==> config.mk <==
export PLATFORM = sky130hd
export DESIGN_NAME = chassis_can_command_framer_flat
export DESIGN_NICKNAME = d
export VERILOG_FILES = /design/src/sv/ccf_pkg.sv /design/src/sv/ccf_stream_if.sv /design/src/sv/ccf_core.sv /design/src/sv/ccf_out_fifo.sv /design/src/sv/chassis_can_command_framer.sv /design/src/flat_wrapper.sv
export SDC_FILE = /design/constraint.sdc
export NUM_CORES = 1
export LEC_CHECK = 0
export ABC_AREA = 1
export BUFFER_PORTS_ARGS = -buffer_cell sky130_fd_sc_hd__buf_2
export CAP_MARGIN = 15
export CORE_ASPECT_RATIO = 1.25
export CORE_MARGIN = 2
export CORE_UTILIZATION = 55
export CTS_CLUSTER_SIZE = 30
export DETAILED_ROUTE_END_ITERATION = 10
export PLACE_DENSITY = 0.76
export SETUP_SLACK_MARGIN = 0.4
export SLEW_MARGIN = 5
export SYNTH_ARGS = -nofsm -noshare
export SYNTH_HDL_FRONTEND = slang
export SYNTH_SLANG_ARGS = --single-unit
==> constraint.sdc <==
create_clock -name clk_i -period 4.5 [get_ports clk_i]
set_clock_uncertainty 0.05 [all_clocks]
set_input_delay 0.45 -clock clk_i [delete_from_list [all_inputs] [get_ports clk_i]]
set_output_delay 0.45 -clock clk_i [all_outputs]
set_load 0.03 [all_outputs]
==> src/sv/ccf_pkg.sv <==
package ccf_pkg;

  typedef enum logic [2:0] {
    KIND_TICK     = 3'd0,
    KIND_DRIVE    = 3'd1,
    KIND_ENABLE   = 3'd2,
    KIND_DISABLE  = 3'd3,
    KIND_CLEAR    = 3'd4,
    KIND_FEEDBACK = 3'd5
  } ccf_kind_e;

  typedef enum logic [1:0] {
    REG_LINEAR_LIMIT = 2'd0,
    REG_SPIN_LIMIT   = 2'd1,
    REG_SETTLE_TICKS = 2'd2
  } ccf_reg_e;

  localparam logic [1:0]  MODE_ACKERMANN = 2'd0;
  localparam logic [1:0]  MODE_SPIN      = 2'd2;
  localparam logic [2:0]  MODE_UNKNOWN   = 3'd7;

  localparam logic [10:0] ID_MOTION    = 11'h111;
  localparam logic [10:0] ID_MODE      = 11'h141;
  localparam logic [10:0] ID_CONTROL   = 11'h421;
  localparam logic [10:0] ID_CLEAR     = 11'h441;
  localparam logic [28:0] ID_FB_SYSTEM = 29'h211;

  localparam logic [3:0]  LEN_SHORT = 4'd1;
  localparam logic [3:0]  LEN_FULL  = 4'd8;

  localparam logic [14:0] LINEAR_LIMIT_RST = 15'd1500;
  localparam logic [14:0] SPIN_LIMIT_RST   = 15'd3259;
  localparam logic [15:0] SETTLE_TICKS_RST = 16'd25;

  typedef struct packed {
    logic [2:0]         kind;
    logic [1:0]         drive_mode;
    logic signed [15:0] linear_speed;
    logic signed [15:0] angular_rate;
    logic [28:0]        rx_id;
    logic [3:0]         rx_len;
    logic [63:0]        rx_data;
  } ccf_in_t;

  typedef struct packed {
    logic        frame_valid;
    logic [10:0] frame_id;
    logic [3:0]  frame_len;
    logic [63:0] frame_data;
    logic        last;
    logic [15:0] voltage_decivolts;
    logic        estop_active;
    logic        link_seen;
  } ccf_out_t;

  typedef struct packed {
    logic [1:0]  index;
    logic [15:0] value;
  } ccf_cfg_t;

  // push requests from the core into the result queue
  typedef struct packed {
    logic first;
    logic second;
  } ccf_push_t;

endpackage

==> src/sv/ccf_stream_if.sv <==
interface ccf_stream_if #(
  parameter type payload_t = logic
);
  logic     valid;
  logic     ready;
  payload_t data;

  modport source (output valid, output data, input ready);
  modport sink   (input valid, input data, output ready);
endinterface

==> src/sv/ccf_core.sv <==
module ccf_core (
  input  logic             clk_i,
  input  logic             rst_ni,
  ccf_stream_if.sink       in_i,
  ccf_stream_if.sink       cfg_i,
  input  logic             room_i,
  output ccf_pkg::ccf_push_t push_o,
  output ccf_pkg::ccf_out_t  res0_o,
  output ccf_pkg::ccf_out_t  res1_o
);
  import ccf_pkg::*;

  logic        in_vld_q;
  ccf_in_t     in_q;
  logic        go;

  logic [14:0] linear_limit_q, spin_limit_q;
  logic [15:0] settle_ticks_q;

  logic        enabled_q, enabled_d;
  logic [1:0]  wanted_q, wanted_d;
  logic [2:0]  active_q, active_d;
  logic signed [15:0] held_lin_q, held_lin_d, held_ang_q, held_ang_d;
  logic [15:0] settle_q, settle_d, settle_eff;
  logic [15:0] volt_q, volt_d;
  logic        estop_q, estop_d, link_q, link_d;

  logic        mode_chg;
  logic signed [15:0] tick_lin, tick_ang;
  logic [63:0] motion_data;
  ccf_out_t    none_res, mode_res, motion_res, ctrl_res;

  function automatic logic signed [15:0] clamp_lim(logic signed [15:0] v, logic [14:0] lim);
    logic signed [16:0] l;
    logic signed [16:0] w;
    logic signed [15:0] r;
    l = $signed({2'b00, lim});
    w = {v[15], v};
    if (w < -l) r = 16'(-l);
    else if (w > l) r = 16'(l);
    else r = v;
    return r;
  endfunction

  assign go = in_vld_q & room_i;
  assign in_i.ready = ~in_vld_q | go;
  assign cfg_i.ready = 1'b1;

  always_ff @(posedge clk_i or negedge rst_ni) begin
    if (!rst_ni) begin
      in_vld_q <= 1'b0;
    end else if (in_i.ready) begin
      in_vld_q <= in_i.valid;
    end
  end

  always_ff @(posedge clk_i) begin
    if (in_i.ready && in_i.valid) begin
      in_q <= in_i.data;
    end
  end

  always_ff @(posedge clk_i or negedge rst_ni) begin
    if (!rst_ni) begin
      linear_limit_q <= LINEAR_LIMIT_RST;
      spin_limit_q   <= SPIN_LIMIT_RST;
      settle_ticks_q <= SETTLE_TICKS_RST;
    end else if (cfg_i.valid) begin
      case (cfg_i.data.index)
        REG_LINEAR_LIMIT: linear_limit_q <= cfg_i.data.value[14:0];
        REG_SPIN_LIMIT:   spin_limit_q   <= cfg_i.data.value[14:0];
        REG_SETTLE_TICKS: settle_ticks_q <= cfg_i.data.value;
        default: ;
      endcase
    end
  end

  // a tick on a mode change reloads the settle count before it is used
  assign mode_chg   = enabled_q && ({1'b0, wanted_q} != active_q);
  assign settle_eff = mode_chg ? settle_ticks_q : settle_q;
  assign tick_lin   = (settle_eff != 16'd0) ? 16'sd0 : clamp_lim(held_lin_q, linear_limit_q);
  assign tick_ang   = (settle_eff != 16'd0) ? 16'sd0 : clamp_lim(held_ang_q, spin_limit_q);
  assign motion_data = {tick_lin, tick_ang, 32'd0};

  always_comb begin
    enabled_d  = enabled_q;
    wanted_d   = wanted_q;
    active_d   = active_q;
    held_lin_d = held_lin_q;
    held_ang_d = held_ang_q;
    settle_d   = settle_q;
    volt_d     = volt_q;
    estop_d    = estop_q;
    link_d     = link_q;
    case (in_q.kind)
      KIND_TICK: begin
        if (enabled_q) begin
          active_d = {1'b0, wanted_q};
          settle_d = (settle_eff != 16'd0) ? settle_eff - 16'd1 : settle_eff;
        end
      end
      KIND_DRIVE: begin
        wanted_d = in_q.drive_mode;
        if (in_q.drive_mode == MODE_SPIN) begin
          held_ang_d = clamp_lim(in_q.angular_rate, spin_limit_q);
          held_lin_d = 16'sd0;
        end else begin
          held_lin_d = clamp_lim(in_q.linear_speed, linear_limit_q);
          held_ang_d = 16'sd0;
        end
      end
      KIND_ENABLE: begin
        enabled_d  = 1'b1;
        held_lin_d = 16'sd0;
        held_ang_d = 16'sd0;
        active_d   = MODE_UNKNOWN;
        wanted_d   = MODE_ACKERMANN;
      end
      KIND_DISABLE: begin
        enabled_d  = 1'b0;
        held_lin_d = 16'sd0;
        held_ang_d = 16'sd0;
      end
      KIND_FEEDBACK: begin
        link_d = 1'b1;
        if (in_q.rx_id == ID_FB_SYSTEM && in_q.rx_len >= LEN_FULL) begin
          volt_d  = in_q.rx_data[47:32];
          estop_d = in_q.rx_data[7];
        end
      end
      default: ;
    endcase
  end

  always_comb begin
    none_res = '0;
    none_res.last              = 1'b1;
    none_res.voltage_decivolts = volt_d;
    none_res.estop_active      = estop_d;
    none_res.link_seen         = link_d;

    mode_res             = none_res;
    mode_res.frame_valid = 1'b1;
    mode_res.frame_id    = ID_MODE;
    mode_res.frame_len   = LEN_SHORT;
    mode_res.frame_data  = {6'd0, wanted_q, 56'd0};
    mode_res.last        = 1'b0;

    motion_res             = none_res;
    motion_res.frame_valid = 1'b1;
    motion_res.frame_id    = ID_MOTION;
    motion_res.frame_len   = LEN_FULL;
    motion_res.frame_data  = motion_data;

    ctrl_res             = none_res;
    ctrl_res.frame_valid = 1'b1;
    ctrl_res.frame_len   = LEN_SHORT;

    res0_o = none_res;
    res1_o = motion_res;
    push_o.first  = go;
    push_o.second = 1'b0;
    case (in_q.kind)
      KIND_TICK: begin
        if (enabled_q) begin
          res0_o = mode_chg ? mode_res : motion_res;
          push_o.second = go & mode_chg;
        end
      end
      KIND_ENABLE: begin
        res0_o = ctrl_res;
        res0_o.frame_id   = ID_CONTROL;
        res0_o.frame_data = {8'd1, 56'd0};
      end
      KIND_DISABLE: begin
        res0_o = ctrl_res;
        res0_o.frame_id = ID_CONTROL;
      end
      KIND_CLEAR: begin
        res0_o = ctrl_res;
        res0_o.frame_id = ID_CLEAR;
      end
      default: ;
    endcase
  end

  always_ff @(posedge clk_i or negedge rst_ni) begin
    if (!rst_ni) begin
      enabled_q  <= 1'b0;
      wanted_q   <= MODE_ACKERMANN;
      active_q   <= {1'b0, MODE_ACKERMANN};
      held_lin_q <= 16'sd0;
      held_ang_q <= 16'sd0;
      settle_q   <= 16'd0;
      volt_q     <= 16'd0;
      estop_q    <= 1'b0;
      link_q     <= 1'b0;
    end else if (go) begin
      enabled_q  <= enabled_d;
      wanted_q   <= wanted_d;
      active_q   <= active_d;
      held_lin_q <= held_lin_d;
      held_ang_q <= held_ang_d;
      settle_q   <= settle_d;
      volt_q     <= volt_d;
      estop_q    <= estop_d;
      link_q     <= link_d;
    end
  end

endmodule

==> src/sv/ccf_out_fifo.sv <==
module ccf_out_fifo #(
  parameter int DEPTH = 4
) (
  input  logic               clk_i,
  input  logic               rst_ni,
  input  ccf_pkg::ccf_push_t push_i,
  input  ccf_pkg::ccf_out_t  res0_i,
  input  ccf_pkg::ccf_out_t  res1_i,
  output logic               room_o,
  ccf_stream_if.source       out_o
);
  import ccf_pkg::*;

  localparam int PTR_W = (DEPTH > 1) ? $clog2(DEPTH) : 1;
  localparam int CNT_W = $clog2(DEPTH + 1);
  localparam logic [PTR_W-1:0] LAST_PTR = PTR_W'(DEPTH - 1);
  localparam logic [CNT_W-1:0] ROOM_MAX = CNT_W'(DEPTH - 2);

  ccf_out_t          mem_q [DEPTH];
  logic [PTR_W-1:0]  wr_q, rd_q, wr_next, wr_after;
  logic [CNT_W-1:0]  count_q;
  logic              pop;

  function automatic logic [PTR_W-1:0] bump(logic [PTR_W-1:0] p);
    return (p == LAST_PTR) ? '0 : p + PTR_W'(1);
  endfunction

  assign wr_next  = bump(wr_q);
  assign wr_after = bump(wr_next);
  assign room_o    = count_q <= ROOM_MAX;
  assign out_o.valid = count_q != '0;
  assign out_o.data  = mem_q[rd_q];
  assign pop = out_o.valid & out_o.ready;

  always_ff @(posedge clk_i) begin
    if (push_i.first) begin
      mem_q[wr_q] <= res0_i;
    end
    if (push_i.second) begin
      mem_q[wr_next] <= res1_i;
    end
  end

  always_ff @(posedge clk_i or negedge rst_ni) begin
    if (!rst_ni) begin
      wr_q    <= '0;
      rd_q    <= '0;
      count_q <= '0;
    end else begin
      if (push_i.second) begin
        wr_q <= wr_after;
      end else if (push_i.first) begin
        wr_q <= wr_next;
      end
      if (pop) begin
        rd_q <= bump(rd_q);
      end
      count_q <= count_q + CNT_W'(push_i.first) + CNT_W'(push_i.second) - CNT_W'(pop);
    end
  end

endmodule

==> src/sv/chassis_can_command_framer.sv <==
// Channel  Role    Payload     Transfer when
// in_i     sink    ccf_in_t    in_i.valid & in_i.ready
// cfg_i    sink    ccf_cfg_t   cfg_i.valid & cfg_i.ready (ready held high)
// out_o    source  ccf_out_t   out_o.valid & out_o.ready
//
// One event per cycle while the queue has room: an event waits in the input
// register, then its results are written into the result queue in the same
// edge it retires. A tick that changes mode makes two results, so the output
// side sets the sustained rate at one result per cycle. Input stalls while
// the queue has fewer than two free slots. Reset is asynchronous, clears the
// control registers and loads the register defaults; no clearing pass follows.
module chassis_can_command_framer #(
  parameter int FIFO_DEPTH = 4
) (
  input  logic         clk_i,
  input  logic         rst_ni,
  ccf_stream_if.sink   in_i,
  ccf_stream_if.sink   cfg_i,
  ccf_stream_if.source out_o
);
  import ccf_pkg::*;

  ccf_push_t push;
  ccf_out_t  res0, res1;
  logic      room;

  ccf_core u_core (
    .clk_i  (clk_i),
    .rst_ni (rst_ni),
    .in_i   (in_i),
    .cfg_i  (cfg_i),
    .room_i (room),
    .push_o (push),
    .res0_o (res0),
    .res1_o (res1)
  );

  ccf_out_fifo #(
    .DEPTH (FIFO_DEPTH)
  ) u_out_fifo (
    .clk_i  (clk_i),
    .rst_ni (rst_ni),
    .push_i (push),
    .res0_i (res0),
    .res1_i (res1),
    .room_o (room),
    .out_o  (out_o)
  );

endmodule

==> src/flat_wrapper.sv <==
// flat-port wrapper written by rule: the top's interface ports become plain ports
module chassis_can_command_framer_flat import ccf_pkg::*;
#(
  parameter int FIFO_DEPTH = 4
)
  (clk_i, rst_ni, in_i_valid, in_i_data, in_i_ready, cfg_i_valid, cfg_i_data, cfg_i_ready, out_o_valid, out_o_data, out_o_ready);
  ccf_stream_if #(.payload_t(ccf_in_t)) in_i_i ();
  ccf_stream_if #(.payload_t(ccf_cfg_t)) cfg_i_i ();
  ccf_stream_if #(.payload_t(ccf_out_t)) out_o_i ();
  input  logic clk_i;
  input  logic rst_ni;
  input wire logic [$bits(in_i_i.valid)-1:0] in_i_valid;
  input wire logic [$bits(in_i_i.data)-1:0] in_i_data;
  output wire logic [$bits(in_i_i.ready)-1:0] in_i_ready;
  input wire logic [$bits(cfg_i_i.valid)-1:0] cfg_i_valid;
  input wire logic [$bits(cfg_i_i.data)-1:0] cfg_i_data;
  output wire logic [$bits(cfg_i_i.ready)-1:0] cfg_i_ready;
  output wire logic [$bits(out_o_i.valid)-1:0] out_o_valid;
  output wire logic [$bits(out_o_i.data)-1:0] out_o_data;
  input wire logic [$bits(out_o_i.ready)-1:0] out_o_ready;
  assign in_i_i.valid = in_i_valid;
  assign in_i_i.data = in_i_data;
  assign in_i_ready = in_i_i.ready;
  assign cfg_i_i.valid = cfg_i_valid;
  assign cfg_i_i.data = cfg_i_data;
  assign cfg_i_ready = cfg_i_i.ready;
  assign out_o_valid = out_o_i.valid;
  assign out_o_data = out_o_i.data;
  assign out_o_i.ready = out_o_ready;
  chassis_can_command_framer #(.FIFO_DEPTH(FIFO_DEPTH)) u_core (.clk_i(clk_i), .rst_ni(rst_ni), .in_i(in_i_i), .cfg_i(cfg_i_i), .out_o(out_o_i));
endmodule
# == Yosys cells after proc, flatten, opt, wreduce, memory -nomap -nowiden ==
# Memory sizes are Yosys's and may differ from the RTL's.
# Index checks and enable logic that the tools add are counted.
# word_totals
output_inout_bits,102
ff_bits,244
input_bits,157
ram_bits,396
n_memories,1
# classes
n_reduce_logical,21
magnitude_cmp,10
n_mux,39
bitwise_logic,5
n_addsub,9
eq_ne,14
# mem_list
name,depth,word_bits,read_ports,rd_clocked_by_memory_dff,write_ports,line_no,text
u_core.u_out_fifo.mem_q,4,99,1,0,2,ccf_out_fifo.sv:19,ccf_out_t mem_q [DEPTH];
# ops
operator,count
99-bit one-hot mux with 4 select lines,1
16-bit 2-to-1 mux,16
99-bit 2-to-1 mux,1
94-bit 2-to-1 mux,1
16-bit by 17-bit less-than comparator with 1-bit output,4
16-bit greater-than comparator,4
16-bit one-hot mux with 2 select lines,2
15-bit negator with 17-bit output,2
29-bit by 10-bit == test with 1-bit output (second input constant),1
16-bit nonzero test,1
16-bit by 1-bit subtractor with 16-bit output (second input constant),1
2-bit AND reduction,6
2-bit == test (second input constant),5
2-bit 2-to-1 mux,5
2-bit nonzero test,5
1-bit 2-to-1 mux,9
2-bit by 1-bit adder with 2-bit output (second input constant),3
3-bit by 1-bit adder with 3-bit output,2
3-bit by 2-bit == test with 1-bit output (second input constant),2
3-bit == test (second input constant),2
3-bit one-hot mux with 2 select lines,1
3-bit AND reduction,2
4-bit >= comparator (second input constant),1
2-bit one-hot mux with 2 select lines,1
other kinds (16),20

# == Longest topological paths before layout ==
# Gate-level depths: netlist (run 1).
# depth
depth_word,8
mapped_depth,24

# == Cells and area by module ==
# From an unflattened synthesis (run 1), not the netlist that was laid out.
# unflattened
cells_unflattened,3923
area_unflattened_um2,34523.1
# by_module_without_submodules
mod,seq_area_each_um2,area_each_um2,cells_per_inst,instances
ccf_out_fifo,12066.6,20339.5,2195,1
ccf_core,5522.8,14183.6,1728,1

# == Least setup slack after synthesis (run 1) ==
# Ideal clock, no wire load.
# synth_path
path_type,register -> register
start,register u_core.u_core.spin_limit_q[1]
end,"memory u_core.u_out_fifo.mem_q[0][52] (netlist name), data pin"
setup_slack_ns,0.562
stages_incl_launch_ff,22
required_time_ns,4.184
t_arrival_ns,3.622
path_buffers,1
synth_period_minus_slack_ns,3.938
cell_sequence,dfstp_2 > inv_1 > ha_1 > nand4_1 > nor2_1 > nand3_1 > nor4_1 > nand4_1 > xor2_1 > ha_1 > nand2_1 > inv_1 > o21ai_0 > nand2_1 > a21oi_1 > o211ai_1 > or2_2 > nand2_1 > inv_1 > clkbuf_1 > o211ai_1 > nor2_1
# synth_rtl
item,line_no,text
start: declaration,ccf_core.sv:17,"logic [14:0] linear_limit_q, spin_limit_q;"
start signal: assignment,ccf_core.sv:71,REG_SPIN_LIMIT: spin_limit_q <= cfg_i.data.value[14:0];
end: declaration,ccf_out_fifo.sv:19,

==> results of run 1 <==
-- cells in the mapped netlist, types with 3 or more instances --
master and instances:
nand2_1 497, nor2_1 404, edfxtp_1 284, o21ai_0 264, inv_1 202, ha_1 131, dfrtp_1 108, nand3_1 106
clkbuf_1 91, a21oi_1 69, o22ai_1 58, buf_4 47, dfxtp_1 32, xor2_1 32, o211ai_1 26, nand4_1 22
dfstp_2 18, mux2i_1 17, nor3_1 15, nor4_1 11, o21ai_2 10, o211ai_2 9, o21ai_1 9, a22oi_1 7
buf_2 7, inv_2 6, xnor2_1 6, o21a_1 4, a211oi_1 3, buf_6 3, nand2_2 3, nor2_2 3
o21bai_1 3, o31ai_1 3, or2_2 3
-- power breakdown --
part / internal (mW) / leakage (nW) / switching (mW)
clock: 2.35 / 0.767 / 1.65
sequential: 5.35 / 4.52 / 0.627
combinational: 2.26 / 6.49 / 5.11
total: 9.96 / 11.8 / 7.39
-- per-layer routing --
metal	track usage	vias to the layer above	share of wire
li1	-	9051	-
met1	0.336	9072	0.39
met2	0.511	772	0.51
met3	0.0349	147	0.063
met4	0.124	0	0.035
met5	0	-	0
-- final timing paths --
kind | depth (start not counted) | from | slack [ps] | endpoint
max reg2reg | 23 | u_core.u_core.spin_limit_q[0]$_DFFE_PN1P_ | 470 | u_core.u_out_fifo.mem_q[0][65]$_DFFE_PP_
min | 1 | in_i_data[124] | 20 | u_core.u_core.in_q[124]$_DFFE_PP_
min reg2reg | 2 | u_core.u_out_fifo.mem_q[1][91]$_SDFFE_PP1P_ | 400 | u_core.u_out_fifo.mem_q[1][91]$_SDFFE_PP1P_
max in group asynchronous | 3 | rst_ni | 3030 | u_core.u_core.spin_limit_q[10]$_DFFE_PN1P_
min in group asynchronous | 2 | rst_ni | 470 | u_core.u_core.linear_limit_q[14]$_DFFE_PN0P_
max | 23 | u_core.u_core.spin_limit_q[0]$_DFFE_PN1P_ | 470 | u_core.u_out_fifo.mem_q[0][65]$_DFFE_PP_
-- sequential cells by signal (all words and copies together) (netlist names) --
signal,flops
u_core.u_core.in_vld_q,1
u_core.u_core.active_q,3
u_core.u_core.volt_q,16
u_core.u_out_fifo.count_q,3
u_core.u_core.link_q,1
u_core.u_core.in_q,84
u_core.u_core.held_ang_q,16
u_core.u_out_fifo.mem_q,232
u_core.u_core.spin_limit_q,15
u_core.u_core.settle_q,16
u_core.u_core.linear_limit_q,15
u_core.u_core.estop_q,1
u_core.u_core.enabled_q,1
u_core.u_out_fifo.rd_q,2
u_core.u_core.held_lin_q,16
u_core.u_out_fifo.wr_q,2
u_core.u_core.wanted_q,2
u_core.u_core.settle_ticks_q,16
-- critical path, cell delays in order (launching register included) --
cell and delay (ps):
dfstp_2 410, inv_4 80, ha_4 130, nand4_1 160, nor2_2 180, nand3_2 120, nor4_4 280, buf_4 150
nand4_1 170, xor2_2 220, ha_1 330, nand2_1 80, inv_1 40, o21ai_1 130, nand2_1 90, a21oi_2 110
o211ai_1 120, or2_4 270, nand2_4 90, buf_6 140, buf_12 150, nand2_4 60, nand3_4 150, nor2_2 50
-- what timing repair did --
action | 4_1_cts | 5_1_grt
hold buffers | 68 | 4
endpoints found under the hold margin | 119 | 4
gates cloned | 0 | 2
gates resized for setup | 5 | 124
setup buffers | 0 | 11
pin swaps | 1 | 34
endpoints found under the setup margin | 11 | 156
-- per-stage QoR --
step,utilization,hold WS (ps)
after floorplan,-,104
after global placement,0.588,382
after detailed placement,0.588,386
after CTS,0.643,1.08
after global routing,0.657,3.15
final,0.657,17.4
-- layout make-up --
cell class                      instances  area share
Tap cell                              559      0.0254
Inverter                              208      0.0290
Multi-Input combinational cell       1781       0.359
Sequential cell                       442       0.449
Timing Repair inverter                  1    0.000273
Clock buffer                           54      0.0456
Timing Repair Buffer                  312      0.0793
Clock inverter                         30      0.0126
-- logic make-up (layout without fill, tap and decap cells) --
group	Yosys count	in the layout	synth area share
buffers and inverters	357	605	0.0668
flip-flops	442	442	0.533
other	2	40	0.000324
adder cells (fa/ha/maj)	133	133	0.0725
XOR/XNOR	38	38	0.0144
AND/OR/NAND/NOR	1076	1076	0.188
multiplexers	18	18	0.00783
AO/OA/AOI/OAI	476	476	0.117
==> results_dict.tcl, run 1 <==
set metrics [dict create \
    rows 84 \
    nFillCells 3336 \
    dr.first_iter.drc_count 1508 \
    cp-end-kind "flip-flop" \
    dr.pass1.iters 5 \
    regArea_um2 12300 \
    gr-usage-all-layers 0.282 \
    total_power_mw 17.4 \
    synth_top_area_frac 0.368 \
    final_area_um2 27500 \
    antenna_left 0 \
    antenna_cells 0 \
    worst_pin_slew_ps 1060 \
    synth_flop_cell "edfxtp_1" \
    grt_max_degree 76 \
    coreArea_um2 41800 \
    grt_pass1_vias 19300 \
    max-cap-violations 0 \
    worstPathMaxFanout 7 \
    synth-seq-cells 442 \
    dp_slack_ps 403 \
    final_cells 3387 \
    slew_headroom 0.289 \
    fp.dieH_um 233 \
    dpl-instance-area_um2 24600 \
    final_common_cell "nand2_1" \
    cts_buffers 45 \
    antenna_found_initial 0 \
    grt_pass1_wl_mm 98.2 \
    ir_drop_mv 0.481 \
    rsz0062_at_grt "true" \
    synth_area_leaders "edfxtp_1 (37%), dfrtp_1 (12%), nand2_1 (8.1%)" \
    htree_num_levels 2 \
    ys_warn_count 0 \
    via_per_inst 5.62 \
    hold_class "input pin to flip-flop" \
    drc 0 \
    num_vias 19000 \
    cp-start-kind "flip-flop" \
    drv_slew 0 \
    dp_cells 3218 \
    grt_overflow 0 \
    start_util 0.554 \
    synth_cells 2542 \
    cp.required_ps 4760 \
    cp_data_arrival_time_ps 4290 \
    clock_latency_ps 570 \
    multi_input_area_um2 9850 \
    routed_wl_mm 61.9 \
    clkTransAtPathRegs_ps 60 \
    crit_type "flip-flop to flip-flop" \
    cts_root_buf "clkbuf_16" \
    wl_per_cell_um 18.3 \
    numPortBuffers 168 \
    synth_area_um2 23200 \
    area_growth_pct 18.7 \
    tritoncts "built" \
    finalHoldViolations 0 \
    synth.distinct_cells 56 \
    avgSynthCellArea_um2 9.11 \
    clockBufferDepth 3 \
    synth_edf_count 284 \
    layout_common_cells "nand2_1 (483), nor2_1 (370), edfxtp_1 (284)" \
    fin_nets 3081 \
    async_flop_share 0.285 \
    outcome "finished, final reports clean" \
    seq_area_frac_synth 0.533 \
    finalSetupTns_ps 0 \
    fin_crit_sh 0.896 \
    max_freq_mhz 248 \
    leakage_nw 11.8 \
    power_density_nw_per_um2 631 \
    die_area_um2 43800 \
    drive_gt1_frac 0.168 \
    ios 259 \
    fp.dieW_um 188 \
    fin_crit_ps 4030 \
    place_congestion 0.925 \
    yosysTopAreaCell "edfxtp_1" \
    hpwl_mm 41.5 \
    setup_viol 0 \
    fin_ws_ps 470 \
    cts_sinks 442 \
]
No activity file was read; power rests on OpenSTA's default activity.
==> run 2: changes to the inputs <==
--- a/config.mk
+++ b/config.mk
@@ -10,10 +10,10 @@
 export CAP_MARGIN = 15
 export CORE_ASPECT_RATIO = 1.25
 export CORE_MARGIN = 2
-export CORE_UTILIZATION = 55
+export CORE_UTILIZATION = 48
 export CTS_CLUSTER_SIZE = 30
 export DETAILED_ROUTE_END_ITERATION = 10
-export PLACE_DENSITY = 0.76
+export PLACE_DENSITY = 0.67
 export SETUP_SLACK_MARGIN = 0.4
 export SLEW_MARGIN = 5
 export SYNTH_ARGS = -nofsm -noshare
==> results_dict.tcl, run 2 (synthesis gave the netlist of run 1 again) <==
set metrics [dict create \
    regArea_um2 12300 \
    multi_input_area_um2 9620 \
    htree_num_levels 2 \
    setup_viol 0 \
    total_power_mw 16.9 \
    cp-start-kind "flip-flop" \
    cp-end-kind "flip-flop" \
    via_per_inst 5.34 \
    power_density_nw_per_um2 619 \
    cts_buffers 44 \
    cts_root_buf "clkbuf_16" \
    leakage_nw 11.7 \
    finalHoldViolations 0 \
    antenna_left 0 \
    clock_latency_ps 580 \
    gr-usage-all-layers 0.245 \
    clockBufferDepth 3 \
    grt_overflow 0 \
    cts_sinks 442 \
    cp_data_arrival_time_ps 4240 \
    top_regs "u_core.u_out_fifo.mem_q: 232 flops, u_core.u_core.in_q: 84 flops" \
    crit_type "flip-flop to flip-flop" \
    outcome "finished, final reports clean" \
    antenna_cells 0 \
    dr.first_iter.drc_count 1277 \
    drv_slew 0 \
    rsz0062_at_grt "true" \
    drive_gt1_frac 0.147 \
    rows 90 \
    start_util 0.483 \
    min-delay-start "in_i_data[118]" \
    fin_crit_sh 0.881 \
    tritoncts "built" \
    top_register "u_core.u_out_fifo.mem_q" \
    antenna_found_initial 1 \
    dr.pass1.iters 5 \
    fp.dieW_um 200 \
    fp.dieH_um 250 \
    slew_headroom 0.300 \
    wl_per_cell_um 17.7 \
    hpwl_mm 42.2 \
    finalSetupTns_ps 0 \
    layout_common_cells "nand2_1 (494), nor2_1 (397), edfxtp_1 (284)" \
    worst_pin_slew_ps 1050 \
    die_area_um2 50000 \
    dp_cells 3302 \
    worstPathMaxFanout 8 \
    ir_drop_mv 0.316 \
    critPathLaunch "u_core.u_core.spin_limit_q[2]$_DFFE_PN0P_" \
    clkTransAtPathRegs_ps 60 \
    coreArea_um2 48000 \
    grt_max_degree 88 \
    r2r_start "u_core.u_core.spin_limit_q[2]$_DFFE_PN0P_" \
    nFillCells 4252 \
    area_growth_pct 17.9 \
    final_cells 3478 \
    largest_reg_flops 232 \
    final_common_cell "nand2_1" \
    routed_wl_mm 61.7 \
    grt_pass1_vias 18300 \
    grt_pass1_wl_mm 97.9 \
    fin_nets 3089 \
    num_vias 18600 \
    drc 0 \
    worst-r2r-setup-slack_ps 540 \
    hold_class "input pin to flip-flop" \
    max_freq_mhz 252 \
    max-cap-violations 0 \
    place_congestion 0.894 \
    fin_crit_ps 3960 \
    cp.required_ps 4770 \
    ios 259 \
    numPortBuffers 168 \
]
[run 2: changes by cell type in the layout (fill, tap and decap cells not counted), moves of 5 or more]
cell / previous run / this run
clkinvlp_4: 10 / 5
clkbuf_1: 2 / 11
nand3_4: 8 / 0
nor2_2: 32 / 9
nand2_1: 483 / 494
nor2_1: 370 / 397
dlygate4sd3_1: 72 / 82
nand2_4: 10 / 3
[run 2: cell type report]
cell class                      instances  area share
Multi-Input combinational cell       1781       0.352
Sequential cell                       442       0.452
Clock buffer                           62      0.0454
Timing Repair Buffer                  321      0.0828
Tap cell                              644      0.0295
Clock inverter                         19     0.00839
Inverter                              208      0.0292
Timing Repair inverter                  1    0.000275
[run 2: power by group]
part           internal [mW]  total [mW]  switching (mW)
clock                   2.16        3.74            1.58
combinational           2.21        7.18            4.98
sequential              5.36        5.98           0.620
total                   9.73        16.9            7.18
[run 2: layer usage]
layer  wire length [um]  GRT usage  up-vias
li1                   -          -     9058
met1              25900      0.313     8851
met2              30600      0.428      555
met3               3420     0.0370      115
met4               1740     0.0821        0
met5                  0          0        -
[run 2: timing repair]
action	in CTS	in global routing
pin swaps	0	14
endpoints found under the hold margin	120	0
resized for setup	1	56
hold buffers	82	0
gates cloned	0	1
endpoints found under the setup margin	4	144
setup buffers	0	11
[run 2: final timing paths]
kind	end	cells after the start
max in group asynchronous	u_core.u_core.spin_limit_q[4]$_DFFE_PN1P_	3
worst max-delay path	u_core.u_out_fifo.mem_q[3][52]$_DFFE_PP_	21
worst max register to register	u_core.u_out_fifo.mem_q[3][52]$_DFFE_PP_	21
worst min register to register	u_core.u_out_fifo.mem_q[0][93]$_SDFFE_PP0P_	2
worst min-delay path	u_core.u_core.in_q[118]$_DFFE_PP_	1
min in group asynchronous	u_core.u_core.volt_q[1]$_DFFE_PN0P_	2
[run 2: critical path, stage by stage (launching register included)]
cell and delay (ps):
dfrtp_1 470, nor3_2 280, nand3_1 160, nor3_1 260
nand2_1 140, nor2_1 220, nand4_1 180, nor3_1 250
ha_1 290, nand2_1 70, inv_1 40, nand3_1 100
inv_1 80, a21oi_2 150, o211ai_1 110, or2_4 250
nand2_4 80, inv_4 40, buf_6 120, o211ai_1 170
buf_4 160, nor2_1 40
[run 2: through the flow]
step / setup WS (ps) / instance area (um2) / hold WS, ps / utilization
detailed placement: 365 / 24700 / 395 / 0.515
finish: 536 / 27300 / 25.0 / 0.569
CTS: 420 / 27000 / 3.31 / 0.563
floorplan: 562 / 23300 / 104 / -
global placement: 422 / 24700 / 384 / 0.515
global route: 222 / 27300 / 7.53 / 0.569
==> run 3: changes to the inputs <==
--- a/config.mk
+++ b/config.mk
@@ -5,7 +5,6 @@
 export SDC_FILE = /design/constraint.sdc
 export NUM_CORES = 1
 export LEC_CHECK = 0
-export ABC_AREA = 1
 export BUFFER_PORTS_ARGS = -buffer_cell sky130_fd_sc_hd__buf_2
 export CAP_MARGIN = 15
 export CORE_ASPECT_RATIO = 1.25
==> results_dict.tcl, run 3 <==
set metrics [dict create \
    outcome "finished, final reports clean" \
    synth_edf_count 284 \
    grt_pass1_wl_mm 99.4 \
    top_regs "u_core.u_out_fifo.mem_q: 232 flops, u_core.u_core.in_q: 84 flops" \
    critPathMaxStageDelay_ps 480 \
    layout_common_cells "edfxtp_1 (284), nor2_1 (223), buf_2 (167)" \
    cp_data_arrival_time_ps 4550 \
    die_area_um2 49900 \
    start_util 0.487 \
    fin_crit_ps 4280 \
    clock_latency_ps 590 \
    combPwrFrac 0.460 \
    routed_wl_mm 65.1 \
    synth_top_area_frac 0.369 \
    fin_crit_sh 0.950 \
    worst-r2r-setup-slack_ps 220 \
    clockBufferDepth 3 \
    path_cells "inv_2, ha_4, nor2b_4, buf_4, buf_4, and2_1, xnor2_2, ha_1, or2_2, o211ai_1, a31oi_4, nor4_2, a211oi_2, o22ai_4, mux2_4, a222oi_1, buf_4, o22ai_1" \
    seq_area_frac_synth 0.534 \
    via_per_inst 5.76 \
    drive_gt1_frac 0.283 \
    regArea_um2 12300 \
    avgSynthCellArea_um2 11.8 \
    synth_area_um2 23100 \
    synthTopCellsByCount "edfxtp_1 (284), nor2_1 (241), nand2_1 (147)" \
    dr.first_iter.drc_count 1136 \
    leakage_nw 11.5 \
    clkTransAtPathRegs_ps 60 \
    finalHoldViolations 0 \
    nFillCells 3833 \
    dr.pass1.iters 5 \
    cp-end-kind "flip-flop" \
    ir_drop_mv 0.452 \
    drc 0 \
    fin_nets 2600 \
    grt_pass1_vias 17400 \
    antenna_found_initial 2 \
    area_growth_pct 24.3 \
    slowest_stage "a222oi_1" \
    antenna_left 0 \
    cts_root_buf "clkbuf_16" \
    r2r_start "u_core.u_core.linear_limit_q[1]$_DFFE_PN0P_" \
    coreArea_um2 47400 \
    min_path_cells 2 \
    hold_class "input pin to flip-flop" \
    p_seq_frac 0.337 \
    drv_slew 0 \
    clkPwrFrac 0.203 \
    fp.dieW_um 200 \
    grt_max_degree 79 \
    tritoncts "built" \
    synth_area_leaders "edfxtp_1 (37%), dfrtp_1 (12%), ha_1 (7.1%)" \
    hold_slack_ps 24.6 \
    ys_warn_count 0 \
    yosysTopAreaCell "edfxtp_1" \
    rows 89 \
    cp-start-kind "flip-flop" \
    top_register "u_core.u_out_fifo.mem_q" \
    fp.dieH_um 249 \
    synth_cells 1954 \
    cp.required_ps 4770 \
    fin_ws_ps 223 \
    max-cap-violations 0 \
    max_freq_mhz 234 \
    dpl-instance-area_um2 25200 \
    finalSetupTns_ps 0 \
    wl_per_cell_um 21.8 \
    largest_reg_flops 232 \
    dp_slack_ps -54.7 \
    crit_type "flip-flop to flip-flop" \
    total_power_mw 18.9 \
    power_density_nw_per_um2 659 \
    synthMostInstantiatedCell "edfxtp_1" \
    slew_headroom 0.167 \
    reg2regPathDepth 18 \
    cts_buffers 46 \
    worstPathMaxFanout 5 \
    min_to "u_core.u_core.in_vld_q$_DFFE_PN0N_" \
    p_switching_mw 7.65 \
    synth-seq-cells 442 \
    setup_viol 0 \
    synth_flop_cell "edfxtp_1" \
    cts_sinks 442 \
    async_flop_share 0.285 \
    worst_pin_slew_ps 1240 \
    synth.distinct_cells 92 \
    numPortBuffers 168 \
    rsz0062_at_grt "true" \
    swShare 0.404 \
    min-delay-start "in_i_valid" \
    num_vias 17200 \
    final_area_um2 28700 \
    intPower_mw 11.3 \
    r2r_end "u_core.u_out_fifo.mem_q[3][76]$_DFFE_PP_" \
    htree_num_levels 2 \
    grt_overflow 0 \
    path_buf_inv 4 \
    ios 259 \
    gr-usage-all-layers 0.257 \
    hpwl_mm 44.2 \
    place_congestion 0.935 \
    multi_input_area_um2 10800 \
    critPathTopFamily "compound AO/OA/AOI/OAI gates" \
    final_common_cell "edfxtp_1" \
    cp_common_cell "buf_4" \
]
-- run 3: cell count changes in the layout (fill, tap and decap cells not counted), sizes merged, moves of 22 or more --
cell	previous run	this run
nor3	17	63
o211ai	35	13
mux2i	17	68
nand3	107	21
mux2	1	61
inv	208	62
o22ai	58	5
xor2	32	5
nor2	408	243
nand2	500	147
o21ai	283	105
mux4	0	58
buf	239	318
-- run 3: per-stage QoR --
step                      utilization  std cells
after floorplan                     -       1992
after global placement          0.532       2762
after detailed placement        0.532       2762
after CTS                       0.595       2970
after global routing            0.605       2986
final                           0.605       2986
-- run 3: cells by family (layout without fill, tap and decap cells) --
group                      after synthesis  in the layout  synth area share
buffers and inverters                  195            551            0.0401
muxes                                  187            187             0.116
adders and majority gates              134            134            0.0731
xor gates and xnor gates                26             26           0.00985
DFF                                    442            442             0.534
AOI/OAI and AO/OA                      366            366             0.104
other                                    2             41          0.000325
and+or+nand+nor                        602            602             0.123
-- run 3: area by class of cell --
type                       instances  area share
inverter                          62     0.00819
tap                              637      0.0278
clock buffer                      70      0.0472
timing repair buffer             403       0.104
antenna                            1   0.0000871
sequential                       442       0.430
clock inverter                    16     0.00562
multi-input combinational       1355       0.378
-- run 3: metal layers --
metal | wire [um] | up-vias | part of all wire | track usage
met5 | 11 | - | 0.00017 | 0
met4 | 2670 | 2 | 0.041 | 0.0980
met3 | 3100 | 153 | 0.048 | 0.0341
met2 | 33200 | 508 | 0.51 | 0.453
met1 | 26100 | 8590 | 0.40 | 0.322
li1 | - | 7943 | - | -
-- run 3: worst max path at each step --
stage,start,endpoint,slack (ps),depth (start not counted)
after detailed placement,u_core.u_core.linear_limit_q[0]$_DFFE_PN0P_,u_core.u_out_fifo.mem_q[3][70]$_DFFE_PP_,-50,19
after CTS,u_core.u_core.spin_limit_q[1]$_DFFE_PN1P_,u_core.u_out_fifo.mem_q[2][61]$_DFFE_PP_,230,16
after global placement,u_core.u_core.linear_limit_q[0]$_DFFE_PN0P_,u_core.u_out_fifo.mem_q[0][76]$_DFFE_PP_,-50,19
after global routing,u_core.u_core.linear_limit_q[0]$_DFFE_PN0P_,u_core.u_out_fifo.mem_q[3][76]$_DFFE_PP_,70,18
final,u_core.u_core.linear_limit_q[1]$_DFFE_PN0P_,u_core.u_out_fifo.mem_q[3][76]$_DFFE_PP_,220,18
after floorplan,u_core.u_core.spin_limit_q[2]$_DFFE_PN0P_,u_core.u_out_fifo.mem_q[0][56]$_DFFE_PP_,380,16
-- run 3: worst register-to-register path: cells and delay by family (launching register included) --
| family | cells | cell delay, ps |
|---|---|---|
| buffers and inverters | 4 | 570 |
| adders and majority gates | 2 | 440 |
| muxes | 1 | 330 |
| xor gates and xnor gates | 1 | 140 |
| DFF | 1 | 360 |
| and+or+nand+nor | 4 | 920 |
| AOI/OAI and AO/OA | 6 | 1180 |
-- run 3: power groups by stage --
stage	registers, mW	logic (mW)	clock network [mW]
final	6.38	8.71	3.83
after global routing	6.49	9.37	4.07
after CTS	6.36	8.23	3.92
after detailed placement	6.42	7.77	0
after global placement	6.36	7.58	0
after floorplan	6.02	5.55	0
-- run 3: what timing repair did --
action | 4_1_cts | 5_1_grt
hold endpoints to repair | 150 | 0
pin swaps | 34 | 63
gates cloned | 0 | 1
buffers inserted | 37 | 14
hold buffers | 85 | 0
setup endpoints to repair | 122 | 130
gates resized for setup | 58 | 93
